## src/hw/rtl/msst_pkg.sv

```systemverilog
`default_nettype none

package msst_pkg;

    // Table geometry and timing
    localparam int SLOTS       = 16;
    localparam int TICK_LEN_MS = 10;

    // Field widths
    localparam int CMD_W   = 2;
    localparam int MS_W    = 20;
    localparam int ID_W    = 16;
    localparam int TICKS_W = 16;

    // Millisecond to tick conversion by reciprocal multiply, one-step correction
    localparam int DIV_SHIFT = MS_W;
    localparam int RECIP_W   = DIV_SHIFT + 1;
    localparam int PROD_W    = MS_W + RECIP_W;
    localparam logic [RECIP_W-1:0] DIV_RECIP = RECIP_W'((64'd1 << DIV_SHIFT) / TICK_LEN_MS);

    // Command codes
    localparam logic [CMD_W-1:0] CMD_START  = 2'd0;
    localparam logic [CMD_W-1:0] CMD_CANCEL = 2'd1;
    localparam logic [CMD_W-1:0] CMD_TICK   = 2'd2;

    // Result kinds
    localparam logic [1:0] KIND_START  = 2'd0;
    localparam logic [1:0] KIND_CANCEL = 2'd1;
    localparam logic [1:0] KIND_EXPIRY = 2'd2;

    typedef struct packed {
        logic [CMD_W-1:0] cmd;
        logic [MS_W-1:0]  duration_ms;
        logic             is_periodic;
        logic [ID_W-1:0]  target_id;
    } req_t;

    typedef struct packed {
        logic [1:0]      result_kind;
        logic            ok;
        logic [ID_W-1:0] timer_id;
        logic            last;
    } rsp_t;

    // Command packet that walks the row of slot cells
    typedef struct packed {
        logic               valid;
        logic [CMD_W-1:0]   cmd;
        logic               periodic;
        logic [TICKS_W-1:0] ticks;
        logic [ID_W-1:0]    target;
        logic [ID_W-1:0]    id;
        logic               found;
        logic               pend_valid;
        logic [ID_W-1:0]    pend_id;
    } pkt_t;

    // Expiry handed from a cell to the output register
    typedef struct packed {
        logic            req;
        logic [ID_W-1:0] id;
    } emit_t;

endpackage

`default_nettype wire

```

## src/hw/rtl/msst_cell.sv

```systemverilog
`default_nettype none

module msst_cell (
    input  wire logic          clk,
    input  wire logic          rst_n,
    input  wire logic          advance,
    input  wire msst_pkg::pkt_t pkt_in,
    output msst_pkg::pkt_t     pkt_out,
    output msst_pkg::emit_t    emit
);
    import msst_pkg::*;

    logic               active_reg,    active_next;
    logic               periodic_reg,  periodic_next;
    logic [TICKS_W-1:0] reload_reg,    reload_next;
    logic [TICKS_W-1:0] remaining_reg, remaining_next;
    logic [ID_W-1:0]    ident_reg,     ident_next;
    pkt_t               pkt_reg,       pkt_next;

    // Apply the passing command to this slot
    always_comb
    begin
        active_next    = active_reg;
        periodic_next  = periodic_reg;
        reload_next    = reload_reg;
        remaining_next = remaining_reg;
        ident_next     = ident_reg;
        pkt_next       = pkt_in;
        emit           = '0;
        if (pkt_in.valid)
        begin
            case (pkt_in.cmd)
                CMD_START:
                begin
                    // first free slot takes the new timer
                    if (!pkt_in.found && !active_reg)
                    begin
                        active_next    = 1'b1;
                        periodic_next  = pkt_in.periodic;
                        reload_next    = pkt_in.ticks;
                        remaining_next = pkt_in.ticks;
                        ident_next     = pkt_in.id;
                        pkt_next.found = 1'b1;
                    end
                end
                CMD_CANCEL:
                begin
                    // first active slot with a matching id is freed
                    if (!pkt_in.found && active_reg && (ident_reg == pkt_in.target))
                    begin
                        active_next    = 1'b0;
                        pkt_next.found = 1'b1;
                    end
                end
                CMD_TICK:
                begin
                    if (active_reg)
                    begin
                        remaining_next = remaining_reg - TICKS_W'(1);
                        if (remaining_reg == TICKS_W'(1))
                        begin
                            // older pending expiry goes out, this one is held
                            emit.req            = pkt_in.pend_valid;
                            emit.id             = pkt_in.pend_valid ? pkt_in.pend_id : '0;
                            pkt_next.pend_valid = 1'b1;
                            pkt_next.pend_id    = ident_reg;
                            if (periodic_reg)
                            begin
                                remaining_next = reload_reg;
                            end
                            else
                            begin
                                active_next = 1'b0;
                            end
                        end
                    end
                end
                default:
                begin
                end
            endcase
        end
    end

    // Control state
    always_ff @(posedge clk or negedge rst_n)
    begin
        if (!rst_n)
        begin
            active_reg <= 1'b0;
            pkt_reg    <= '0;
        end
        else if (advance)
        begin
            active_reg <= active_next;
            pkt_reg    <= pkt_next;
        end
    end

    // Slot payload
    always_ff @(posedge clk)
    begin
        if (advance)
        begin
            periodic_reg  <= periodic_next;
            reload_reg    <= reload_next;
            remaining_reg <= remaining_next;
            ident_reg     <= ident_next;
        end
    end

    assign pkt_out = pkt_reg;

endmodule

`default_nettype wire

```

## src/hw/rtl/multi_slot_soft_timer_table.sv

```systemverilog
`default_nettype none

// Soft timer table with SLOTS countdown slots held in a row of cells. Each
// start, cancel or tick item becomes a packet that moves one cell per cycle
// from slot 0 upward while the row is not held by a stalled result; every
// cell acts on the packet as it passes. An item is accepted, its duration is
// converted from milliseconds to ticks (reciprocal multiply, then correction
// and saturation), the packet travels through the row and then retires,
// after which the block is ready again. Stalls on the result side hold the
// row. Expiry results leave in ascending slot order while the packet travels;
// a start or cancel reply, and the final expiry of a tick, leave when the
// packet retires. Command code 3 is accepted and does nothing. One finished
// result waits in the output register while the next item is accepted.
module multi_slot_soft_timer_table (
    input  wire logic       clk,
    input  wire logic       rst_n,
    input  wire logic       req_valid,
    output logic            req_ready,
    input  wire msst_pkg::req_t req,
    output logic            rsp_valid,
    input  wire logic       rsp_ready,
    output msst_pkg::rsp_t  rsp
);
    import msst_pkg::*;

    typedef enum logic [3:0] {
        ST_IDLE = 4'b0001,
        ST_MUL  = 4'b0010,
        ST_DIV  = 4'b0100,
        ST_RUN  = 4'b1000
    } state_t;

    state_t              state_reg, state_next;
    req_t                req_reg;
    logic [PROD_W-1:0]   prod_reg;
    logic [ID_W-1:0]     id_counter_reg, id_counter_next;
    pkt_t                launch_reg;
    logic                rsp_valid_reg;
    rsp_t                rsp_reg, rsp_next;

    pkt_t                chain [SLOTS+1];
    emit_t               cell_emit [SLOTS];
    pkt_t                tail;
    logic                tail_req;
    logic                cell_any;
    logic [ID_W-1:0]     cell_id;
    logic                emit_req;
    logic                out_free;
    logic                advance;
    logic                accept;

    logic [RECIP_W-1:0]  quot_est;
    logic [MS_W-1:0]     rem_est;
    logic [RECIP_W-1:0]  quot;
    logic [TICKS_W-1:0]  ticks;

    assign req_ready = (state_reg == ST_IDLE);
    assign accept    = req_valid && req_ready;

    // Row of slot cells
    assign chain[0] = launch_reg;
    for (genvar i = 0; i < SLOTS; i++)
    begin : g_cell
        msst_cell u_cell (
            .clk     (clk),
            .rst_n   (rst_n),
            .advance (advance),
            .pkt_in  (chain[i]),
            .pkt_out (chain[i+1]),
            .emit    (cell_emit[i])
        );
    end

    // Collect an expiry from whichever cell holds the packet
    always_comb
    begin
        cell_any = 1'b0;
        cell_id  = '0;
        for (int i = 0; i < SLOTS; i++)
        begin
            cell_any = cell_any | cell_emit[i].req;
            cell_id  = cell_id | (cell_emit[i].req ? cell_emit[i].id : '0);
        end
    end

    // Retiring packet and its final result
    always_comb
    begin
        tail     = chain[SLOTS];
        tail_req = tail.valid && ((tail.cmd != CMD_TICK) || tail.pend_valid);
        rsp_next = '0;
        if (tail_req)
        begin
            rsp_next.last = 1'b1;
            case (tail.cmd)
                CMD_START:
                begin
                    rsp_next.result_kind = KIND_START;
                    rsp_next.ok          = tail.found;
                    rsp_next.timer_id    = tail.found ? tail.id : '0;
                end
                CMD_CANCEL:
                begin
                    rsp_next.result_kind = KIND_CANCEL;
                    rsp_next.ok          = tail.found;
                    rsp_next.timer_id    = tail.found ? tail.target : '0;
                end
                default:
                begin
                    rsp_next.result_kind = KIND_EXPIRY;
                    rsp_next.ok          = 1'b1;
                    rsp_next.timer_id    = tail.pend_id;
                end
            endcase
        end
        else
        begin
            rsp_next.result_kind = KIND_EXPIRY;
            rsp_next.ok          = 1'b1;
            rsp_next.timer_id    = cell_id;
            rsp_next.last        = 1'b0;
        end
    end

    // The row moves unless a result is due and the output is occupied
    assign emit_req = tail_req || cell_any;
    assign out_free = !rsp_valid_reg || rsp_ready;
    assign advance  = out_free || !emit_req;

    // Tick count: estimate is at most one low, then clamp to at least one tick and saturate to the field
    always_comb
    begin
        quot_est = prod_reg[PROD_W-1:DIV_SHIFT];
        rem_est  = req_reg.duration_ms
                   - MS_W'(quot_est * RECIP_W'(TICK_LEN_MS));
        quot     = quot_est + RECIP_W'(rem_est >= MS_W'(TICK_LEN_MS));
        if (quot == '0)
        begin
            ticks = TICKS_W'(1);
        end
        else if (quot > RECIP_W'({TICKS_W{1'b1}}))
        begin
            ticks = {TICKS_W{1'b1}};
        end
        else
        begin
            ticks = quot[TICKS_W-1:0];
        end
    end

    // Sequencer
    always_comb
    begin
        state_next = state_reg;
        case (state_reg)
            ST_IDLE:
            begin
                if (accept && ((req.cmd == CMD_START) || (req.cmd == CMD_CANCEL)
                               || (req.cmd == CMD_TICK)))
                begin
                    state_next = ST_MUL;
                end
            end
            ST_MUL:
            begin
                state_next = ST_DIV;
            end
            ST_DIV:
            begin
                state_next = ST_RUN;
            end
            ST_RUN:
            begin
                if (tail.valid && advance)
                begin
                    state_next = ST_IDLE;
                end
            end
            default:
            begin
                state_next = ST_IDLE;
            end
        endcase
    end

    // Next id, wrapping past the top back to one
    assign id_counter_next = (id_counter_reg == {ID_W{1'b1}}) ? ID_W'(1)
                                                               : id_counter_reg + ID_W'(1);

    // Control state
    always_ff @(posedge clk or negedge rst_n)
    begin
        if (!rst_n)
        begin
            state_reg      <= ST_IDLE;
            id_counter_reg <= ID_W'(1);
            launch_reg     <= '0;
            rsp_valid_reg  <= 1'b0;
        end
        else
        begin
            state_reg <= state_next;

            if (state_reg == ST_DIV)
            begin
                launch_reg.valid      <= 1'b1;
                launch_reg.cmd        <= req_reg.cmd;
                launch_reg.periodic   <= req_reg.is_periodic;
                launch_reg.ticks      <= ticks;
                launch_reg.target     <= req_reg.target_id;
                launch_reg.id         <= id_counter_reg;
                launch_reg.found      <= 1'b0;
                launch_reg.pend_valid <= 1'b0;
                launch_reg.pend_id    <= '0;
            end
            else if (advance)
            begin
                launch_reg.valid <= 1'b0;
            end

            if (tail.valid && advance && (tail.cmd == CMD_START) && tail.found)
            begin
                id_counter_reg <= id_counter_next;
            end

            if (emit_req && advance)
            begin
                rsp_valid_reg <= 1'b1;
            end
            else if (rsp_ready)
            begin
                rsp_valid_reg <= 1'b0;
            end
        end
    end

    // Payload
    always_ff @(posedge clk)
    begin
        if (accept)
        begin
            req_reg <= req;
        end
        if (state_reg == ST_MUL)
        begin
            prod_reg <= PROD_W'(req_reg.duration_ms) * PROD_W'(DIV_RECIP);
        end
        if (emit_req && advance)
        begin
            rsp_reg <= rsp_next;
        end
    end

    assign rsp_valid = rsp_valid_reg;
    assign rsp       = rsp_reg;

endmodule

`default_nettype wire

```

## config.mk

```make
export PLATFORM = sky130hd
export DESIGN_NAME = multi_slot_soft_timer_table
export DESIGN_NICKNAME = d
export VERILOG_FILES = /design/src/hw/rtl/msst_pkg.sv /design/src/hw/rtl/msst_cell.sv /design/src/hw/rtl/multi_slot_soft_timer_table.sv
export SDC_FILE = /design/constraint.sdc
export NUM_CORES = 2
export LEC_CHECK = 0
export ABC_CLOCK_PERIOD_IN_PS = 6000
export CAP_MARGIN = 20
export CORE_ASPECT_RATIO = 1.75
export CORE_MARGIN = 2
export CORE_UTILIZATION = 58
export CTS_CLUSTER_DIAMETER = 200
export CTS_CLUSTER_SIZE = 10
export DETAILED_ROUTE_END_ITERATION = 16
export DONT_BUFFER_PORTS = 1
export PLACE_DENSITY_LB_ADDON = 0.15
export SLEW_MARGIN = 20
export SYNTH_ARGS = -nofsm -noshare
export SYNTH_HDL_FRONTEND = slang
export SYNTH_SLANG_ARGS = --single-unit
```

## constraint.sdc

```tcl
create_clock -name clk -period 6 [get_ports clk]
set_input_delay 0 -clock clk [delete_from_list [all_inputs] [get_ports clk]]
set_output_delay 0 -clock clk [all_outputs]
set_load 0.05 [all_outputs]
```

==> impl_metrics.ini <==
[status]
outcome = completed

[synthesis]
synth_area_per_cell_sq_um = 10.2
seq_area_frac_synth_pct = 57.8
ys_ff_latch = 2052
synth_edf_count = 860
synthTopCellsByCount = 3410 x nand2_1, 1190 x dfrtp_1, 860 x edfxtp_1
synth_nets = 9824
synth_area_sq_mm = 0.0963
synth.top_cells.by_area = dfrtp_1 31%, edfxtp_1 27%, nand2_1 13%
yosys.area.top_type = dfrtp_1
async_reset_ff_share_pct = 58.1
synthFlopType = dfrtp_1
yosysMostFrequentCell = nand2_1
netlist_instances = 9443
synth_top_area_share_pct = 30.9
ys_warn_count = 0
synth_cell_type_count = 80

[floorplanning]
rows = 197
io_pins = 65
coreArea_sq_mm = 0.165
die_y_microns = 543
die_x_microns = 312
dieArea_sq_mm = 0.169
start_util_pct = 58.5

[cts]
clock-sinks = 2052
clk_pin_slew_ns = 0.08
cts-root-buf = clkbuf_16
tritoncts = yes
cts.path.max_buffers = 4
numCtsBuffers = 231
cts_htree_levels = 4
insertion_delay_ns = 0.87

[route]
vias = 69600
firstDrtPassIters = 7
postRouteAntennaNets = 0
drc = 0
totalWireLength_microns = 304000
drt-initial-drc-count = 5880
vias_per_cell = 5.80
wl_per_cell_microns = 25.3

[final_layout]
area_growth_pct = 11.8
final_util_pct = 65.4
final_cell_count_no_fill = 12000
largest_reg_flops = 1103
fin_nets = 10000
drive_above_1_share_pct = 7.21

[critical_path]
end_kind = register
critPathRequiredTime_ns = 6.77
critical_path_class = register to register
timing.rr.start = prod_reg[22]
worst_r2r_endpoint = chain[1170]
start_kind = register
cp.arrival_ns = 6.67
slowest_delay_ns = 0.48
r2r_cells = 30
cp_slowest_cell = edfxtp_1
crit_path_frequent_cell = nand4_1
crit_fanout = 4
reg2reg_slack_ns = 0.11

[sta]
fin_hold_ws_ns = 0.299
skew_ns = 0.0422
final-setup-viol-count = 0
fin_crit_ns = 5.89
maxSlewHeadroom_pct = 26.9
rsz0062_at_grt = true
finalHoldViolations = 0
worst_pin_slew_ns = 1.09
fin_crit_sh_pct = 98.2
fmax_ghz = 0.170
slew_violations = 0

[global_routing]
grt_pass1_vias = 70600
grt.overflow.total = 0
grtUsageTotal_pct = 36.2
grt_max_degree = 214
grt_pass1_wl_microns = 452000
antenna_found_initial = 15

[placement]
placedCellCount = 11500
routabilityCongestion = 1.03
io_buffer_count = 0
dp_hpwl_microns = 227000

[worst_hold_path]
hp-start = req[17]
min_path_cells = 2
holdPathEnd = req_reg[17]
hold_class = input pin to register

[pwr]
p_leak_nw = 47.5
finalPower_mw = 58.7
vdd_drop_max_mv = 1.17
p_per_area_mw_per_mm2 = 545

[job]
timing.max_cap.violations = 0
## stage by stage
stage          setup slack, ns  cell area [sq um]  TNS (ns)
6_report                 0.107             108000         0
2_1_floorplan           -0.151              96300    -34.94
3_3_place_gp            -0.496              99300     -5.67
3_5_place_dp            -0.442              99400     -5.54
4_1_cts                0.00488             107000         0
5_1_grt                 -0.159             108000    -0.410
## worst max-delay path: cells and delay by family (launching register included)
| kind | cells | cell delay, ns |
|---|---|---|
| compound gates | 8 | 1.36 |
| xor+xnor | 2 | 0.43 |
| fa+ha+maj | 5 | 1.02 |
| buf+inv | 5 | 0.75 |
| flops | 1 | 0.48 |
| simple gates | 10 | 1.76 |
## worst max-delay path by stage
stage | slack (ns) | cells past startpoint | end | startpoint
after floorplan | -0.15 | 10 | g_cell[10].u_cell.ident_reg[0] | g_cell[14].u_cell.remaining_reg[0]
after global placement | -0.50 | 29 | chain[1179] | prod_reg[21]
after detailed placement | -0.44 | 29 | chain[1178] | prod_reg[21]
after CTS | 0.005 | 31 | chain[1170] | prod_reg[23]
after global routing | -0.16 | 30 | chain[1170] | prod_reg[23]
final | 0.11 | 30 | chain[1170] | prod_reg[22]
## cells in the final DEF, fill, tap and decap left out, types with 45 or more instances in the layout
master         instances
o21ai_0              716
ha_1                 212
a22o_1                48
mux2i_1              262
inv_1                288
clkbuf_1             178
xnor2_1              256
dlygate4sd3_1         83
fa_1                 109
nand4_1               50
xor2_1               243
clkbuf_16            233
a22oi_1               49
buf_4                272
nor2_1               214
edfxtp_1             860
nand3_1              108
o21ai_1              133
nor3_1                96
nor4_1                88
dfrtp_1             1190
a31oi_1               45
a21oi_1               95
nand2_1             3409
## power breakdown
part	leakage [nW]	internal, mW	switching (mW)	total (mW)
clock	3.12	7.24	5.58	12.8
combinational	20.2	11.2	14.8	26.0
sequential	24.1	17.3	2.60	19.9
## logic make-up after synthesis
kind of cell | after synthesis | share of synthesized area [%]
muxes | 262 | 2.72
and+or+nand+nor | 4281 | 18.4
buffers and inverters | 732 | 3.55
AOI/OAI and AO/OA | 1273 | 7.61
adders and majority gates | 338 | 5.25
DFF | 2052 | 57.8
xor gates and xnor gates | 505 | 4.61
## layer usage
metal	wire length (microns)	vias to the layer above	global-route usage (%)
met4	33100	10	31.8
met2	156000	2292	64.3
li1	-	32200	-
met3	14300	933	4.89
met5	67	-	0
met1	100000	34100	37.4
## final cells by class
type	instances	area [sq um]
multi-input combinational	6659	37900
sequential	2052	55700
inverter	289	1080
antenna	8	20.0
tap	2189	2740
timing repair buffer	391	3610
clock buffer	411	6500
clock inverter	6	90.1
fill	13300	57000
## timing repair
item                                    in CTS  in global routing
hold buffers                                85                  0
pin swaps                                   22                 22
hold endpoints to repair                   652                  0
endpoints found under the setup margin      18                 22
resized for setup                           32                 35
setup buffers                               14                  9
(Power assumes the default switching activity.)
